--- src/rtl/prr_div.sv ---
// ----------------------------------------------------------------------------
// prr_div: pipelined restoring divider
// One quotient bit per stage; the numerator bits shift out while the
// quotient bits shift in. The divisor must hold steady while items are in
// flight.
// ----------------------------------------------------------------------------
module prr_div #(
    parameter int QW = 32,
    parameter int DW = 17
) (
    input  logic          clk,
    input  logic          en,
    input  logic [DW-1:0] rem_in,
    input  logic [QW-1:0] bits_in,
    input  logic [DW-1:0] divisor,
    output logic [QW-1:0] quo
);

    logic [DW-1:0] rem_reg  [0:QW-1];
    logic [QW-1:0] bits_reg [0:QW-1];
    logic [DW-1:0] rem_next [0:QW-1];
    logic [QW-1:0] bits_next[0:QW-1];

    always_comb
    begin
        logic [DW:0]   trial;
        logic [DW-1:0] r;
        logic [QW-1:0] b;
        for (int s = 0; s < QW; s++)
        begin
            r     = (s == 0) ? rem_in  : rem_reg[s-1];
            b     = (s == 0) ? bits_in : bits_reg[s-1];
            trial = {r, b[QW-1]};
            if (trial >= {1'b0, divisor})
            begin
                rem_next[s]  = DW'(trial - {1'b0, divisor});
                bits_next[s] = {b[QW-2:0], 1'b1};
            end
            else
            begin
                rem_next[s]  = trial[DW-1:0];
                bits_next[s] = {b[QW-2:0], 1'b0};
            end
        end
    end

    always_ff @(posedge clk)
    begin
        if (en)
        begin
            for (int s = 0; s < QW; s++)
            begin
                rem_reg[s]  <= rem_next[s];
                bits_reg[s] <= bits_next[s];
            end
        end
    end

    assign quo = bits_reg[QW-1];

endmodule

--- config.mk ---
export PLATFORM = sky130hd
export DESIGN_NAME = prr_div
export DESIGN_NICKNAME = d
export VERILOG_FILES = /design/src/rtl/prr_div.sv
export SDC_FILE = /design/constraint.sdc
export NUM_CORES = 2
export LEC_CHECK = 0
export ABC_AREA = 0
export BUFFER_PORTS_ARGS = -buffer_cell sky130_fd_sc_hd__buf_2
export CAP_MARGIN = 20
export CORE_MARGIN = 5
export CORE_UTILIZATION = 40
export CTS_BUF_LIST = sky130_fd_sc_hd__clkbuf_8 sky130_fd_sc_hd__clkbuf_16
export DETAILED_ROUTE_END_ITERATION = 8
export GPL_TIMING_DRIVEN = 0
export SLEW_MARGIN = 20
export SYNTH_ARGS = -nofsm -noshare
export SYNTH_HDL_FRONTEND = slang
export SYNTH_SLANG_ARGS = --single-unit
--- constraint.sdc ---
create_clock -name clk -period 5.9 [get_ports clk]
set_input_delay 0.295 -clock clk [delete_from_list [all_inputs] [get_ports clk]]
set_output_delay 0.295 -clock clk [all_outputs]
set_load 0.01 [all_outputs]
# Word-level counts from Yosys, hierarchy flattened
# Memories as Yosys holds them, arrays and structs flattened.
# Index checks and enable logic that the tools add are counted.
dict set report totals {
  ff_bits 0
  mem_bits_rw 1568
  in_bits 68
  output_inout_bits 32
  elab_cells 132
  memories 2
}
# memory words width rd rd_clocked_by_memory_dff write_ports line_no
set memory_table {}
lappend memory_table {bits_reg 32 32 32 0 32 20} ;# logic [QW-1:0] bits_reg [0:QW-1];
lappend memory_table {rem_reg 32 17 31 0 32 19} ;# logic [DW-1:0] rem_reg [0:QW-1];
dict set report classes {
  n_addsub 32
  magnitude_cmp 32
  mux 66
}
# operator count
set op_table {}
lappend op_table {{18-bit by 17-bit greater-or-equal comparator with 1-bit output} 32}
lappend op_table {{17-bit two-way mux} 32}
lappend op_table {{17-bit subtractor} 32}
lappend op_table {{1-bit two-way mux} 34}

# Depth between registers and ports, before layout
dict set report logic_depth {
  ltp_word 2
  mapped_depth 14
  depth_no_buf 13
}

# Worst setup path after synthesis
# OpenSTA, ideal clock, no wires.
dict set report synth_path {
  path_kind {input to register}
  from {in divisor[1]}
  to {mem rem_reg[17][8], in the netlist rem_reg[1][25], data pin}
  setup_time_ns 0.260
  t_arrival_ns 4.203
  required_ns 5.640
  path_slack_ns 1.438
  cell_stages 11
  path_buffers 1
  path_cell_list {inv_1 > fa_1 > a21o_1 > nand3_1 > a211oi_2 > nor2_1 > o31ai_1 > a31oi_1 > o21ai_2 > buf_4 > mux2_2}
}
# item line_no
set synth_lines {}
lappend synth_lines {{from (decl)} 15} ;# input logic [DW-1:0] divisor,
lappend synth_lines {{to (decl)} 19}

==> flow_metrics.tcl <==
set metrics [dict create \
    first_pass_iters 7 \
    die_width_um 449 \
    post_cts_buffers 0 \
    portBuffers 99 \
    worst_pin_slew_ns 0.813 \
    syn_inst 5899 \
    rsz0062_at_grt "false" \
    ys_ff_latch 1551 \
    finalNetCount 6893 \
    path_class "primary input to flop" \
    fin_cells 8923 \
    crit_buf_inv 7 \
    grt_pass1_wl_um 251000 \
    synth_top_area_share 0.604 \
    cp_slowest_cell "dlygate4sd3_1" \
    yosys-top-cells-area "edfxtp_1, ha_1, o21ai_0" \
    cts_made_buffers 172 \
    p_seq_frac 0.368 \
    clk_latency_ns 0.82 \
    maxCapViolations 0 \
    cts_max_path_buffers 3 \
    synth_cell_types 101 \
    setup_viol 0 \
    vias 47500 \
    largest_reg_flops 1024 \
    synth.most_common_cell "edfxtp_1" \
    power_switching_mw 16.8 \
    crit_path_start_kind "primary input" \
    fp.coreArea_mm2 0.192 \
    holdWs_ns 0.146 \
    die_area_mm2 0.202 \
    drive_gt1_frac 0.114 \
    grt_pass1_vias 46500 \
    p_per_area_mw_per_mm2 538 \
    required_ns 6.32 \
    clkSlewWorstSetupHoldPaths_ns 0.06 \
    vdd_drop_max_v 0.000263 \
    crit_top_cell "buf_16" \
    initial_utilization 0.401 \
    setup_tns_ns 0 \
    slew_headroom 0.458 \
    comb_power_share 0.409 \
    antenna_found_initial 3 \
    chipHeight_um 449 \
    detail-route-antenna-nets 0 \
    antenna_cells 0 \
    rows 161 \
    ys_seq_area_frac 0.604 \
    p_int_mw 30.4 \
    syn2layout_area_growth_pct 13.7 \
    fin_crit_ns 3.70 \
    switching_share 0.356 \
    drc_errors 0 \
    cp-end-kind "flop" \
    p_leak_nw 32.7 \
    wl_um 159000 \
    synthTopCellsByCount "edfxtp_1, ha_1, o21ai_0, nand2_1, a21oi_1" \
    finClkSkew_ns 0.0179 \
    yosysWarnings 0 \
    dp_hpwl_um 105000 \
    clock-sinks 1551 \
    track_usage 0.154 \
    vias_per_cell 5.33 \
    drtIter0Drc 3411 \
    post_synth.cell_area_avg_um2 13.1 \
    fin_crit_sh 0.628 \
    hold_violations 0 \
    synthesis.area_mm2 0.0772 \
    syn-num-nets 6542 \
    critPathTopFamily "buffers and inverters" \
    min_path_type "primary input to flop" \
    p_clk_frac 0.223 \
    worstPathMaxFanout 143 \
    slew_violations 0 \
    cpPeakStageDelay_ns 0.57 \
    wl_per_cell_um 17.8 \
    cts_tree "built" \
    final_util 0.456 \
    grt_remaining_overflow 0 \
    critPathArrivalTime_ns 4.13 \
    grt_max_degree 144 \
    clock.fmax_mhz 270 \
    ys.flop_type "edfxtp_1" \
    synth_area_leader_cell "edfxtp_1" \
    path_cells "dlygate4sd3_1, buf_12, buf_16, buf_16, buf_16, buf_16, buf_16" \
    outcome "completed" \
    placed_cells 8553 \
    synth_edf_count 1551 \
    async_reset_ff_frac 0 \
    cts_root_buf "clkbuf_16" \
    ios 100 \
    htreeDepth 4 \
    gp_congestion 0.852 \
]
-- metal layers --
metal  part of all wire  vias to the layer above  GRT usage  wire (um)
li1                   -                    23300          -          -
met4              0.030                        0     0.0506       4740
met2               0.48                      947      0.261      76800
met3              0.041                      284     0.0265       6430
met5                  0                        -          0          0
met1               0.45                    23000      0.200      70600
-- timing repair --
| item | in CTS | in global routing |
|---|---|---|
| gates resized for setup | 0 | 0 |
| hold buffers | 49 | 0 |
| hold endpoints to repair | 132 | 0 |
-- power by group through the flow --
stage | Sequential (mW) | Combinational (mW) | Clock (mW)
6_report | 17.3 | 19.3 | 10.5
2_1_floorplan | 16.9 | 14.9 | 0
5_1_grt | 17.6 | 21.6 | 11.4
4_1_cts | 17.4 | 19.2 | 10.9
3_3_place_gp | 18.1 | 18.7 | 0
3_5_place_dp | 17.6 | 19.1 | 0
-- kinds of logic (layout without fill, tap and decap cells) --
group,after synthesis,after routing,synth area share
adder cells (fa/ha/maj),575,575,0.0963
buffers and inverters,317,815,0.0182
flip-flops,1551,1551,0.604
XOR/XNOR,393,393,0.0446
AND/OR/NAND/NOR,1239,1239,0.0746
AO/OA/AOI/OAI,1600,1600,0.130
multiplexers,224,224,0.0324
-- layout make-up --
class	instances	area [um2]
inverters	182	726
well taps	2526	3160
fillers	17300	104000
clock buffers	172	4300
multi-input cells	4031	29200
flip-flops and latches	1551	46600
clock inverters	149	1310
repair buffers	177	1740
plain buffers	135	718
-- through the flow --
stage	total power, mW	setup WS [ns]	area, um2
after floorplan	31.8	1.44	77200
after global placement	36.8	-20.28	80800
after detailed placement	36.6	1.82	81600
after CTS	47.5	2.12	87700
after global routing	50.6	1.94	87700
final	47.2	2.20	87700
-- cell usage in the layout, fill, tap and decap left out, types with 31 or more instances in the layout --
cell type and count:
a211oi_1 44, a21o_1 147, a21oi_1 428, a31oi_1 49
buf_2 134, buf_4 36, clkbuf_1 59, clkbuf_16 172
clkinv_1 38, clkinv_2 35, dlygate4sd3_1 49, edfxtp_1 1551
fa_1 31, ha_1 544, inv_1 192, mux2_2 187
nand2_1 482, nand2b_1 73, nand3_1 64, nand4_1 67
nor2_1 316, nor2b_1 48, nor3_1 57, o21a_1 79
o21ai_0 514, o21bai_1 56, o31ai_1 37, xnor2_1 212
xor2_1 181
-- final timing paths --
| kind | start | endpoint | slack, ns | depth (start not counted) |
|---|---|---|---|---|
| worst min-delay path | divisor[0] | rem_reg[0][34] | 0.15 | 3 |
| worst max register to register | bits_reg[1][127] | rem_reg[1][71] | 2.32 | 11 |
| worst max-delay path | en | bits_reg[1][492] | 2.20 | 7 |
| worst min register to register | bits_reg[0][184] | bits_reg[0][217] | 0.41 | 0 |
-- worst min-delay path, stage by stage --
cell and delay, ns:
buf_4 0.21, ha_1 0.19, o21ai_0 0.09
(Power assumes the default switching activity.)
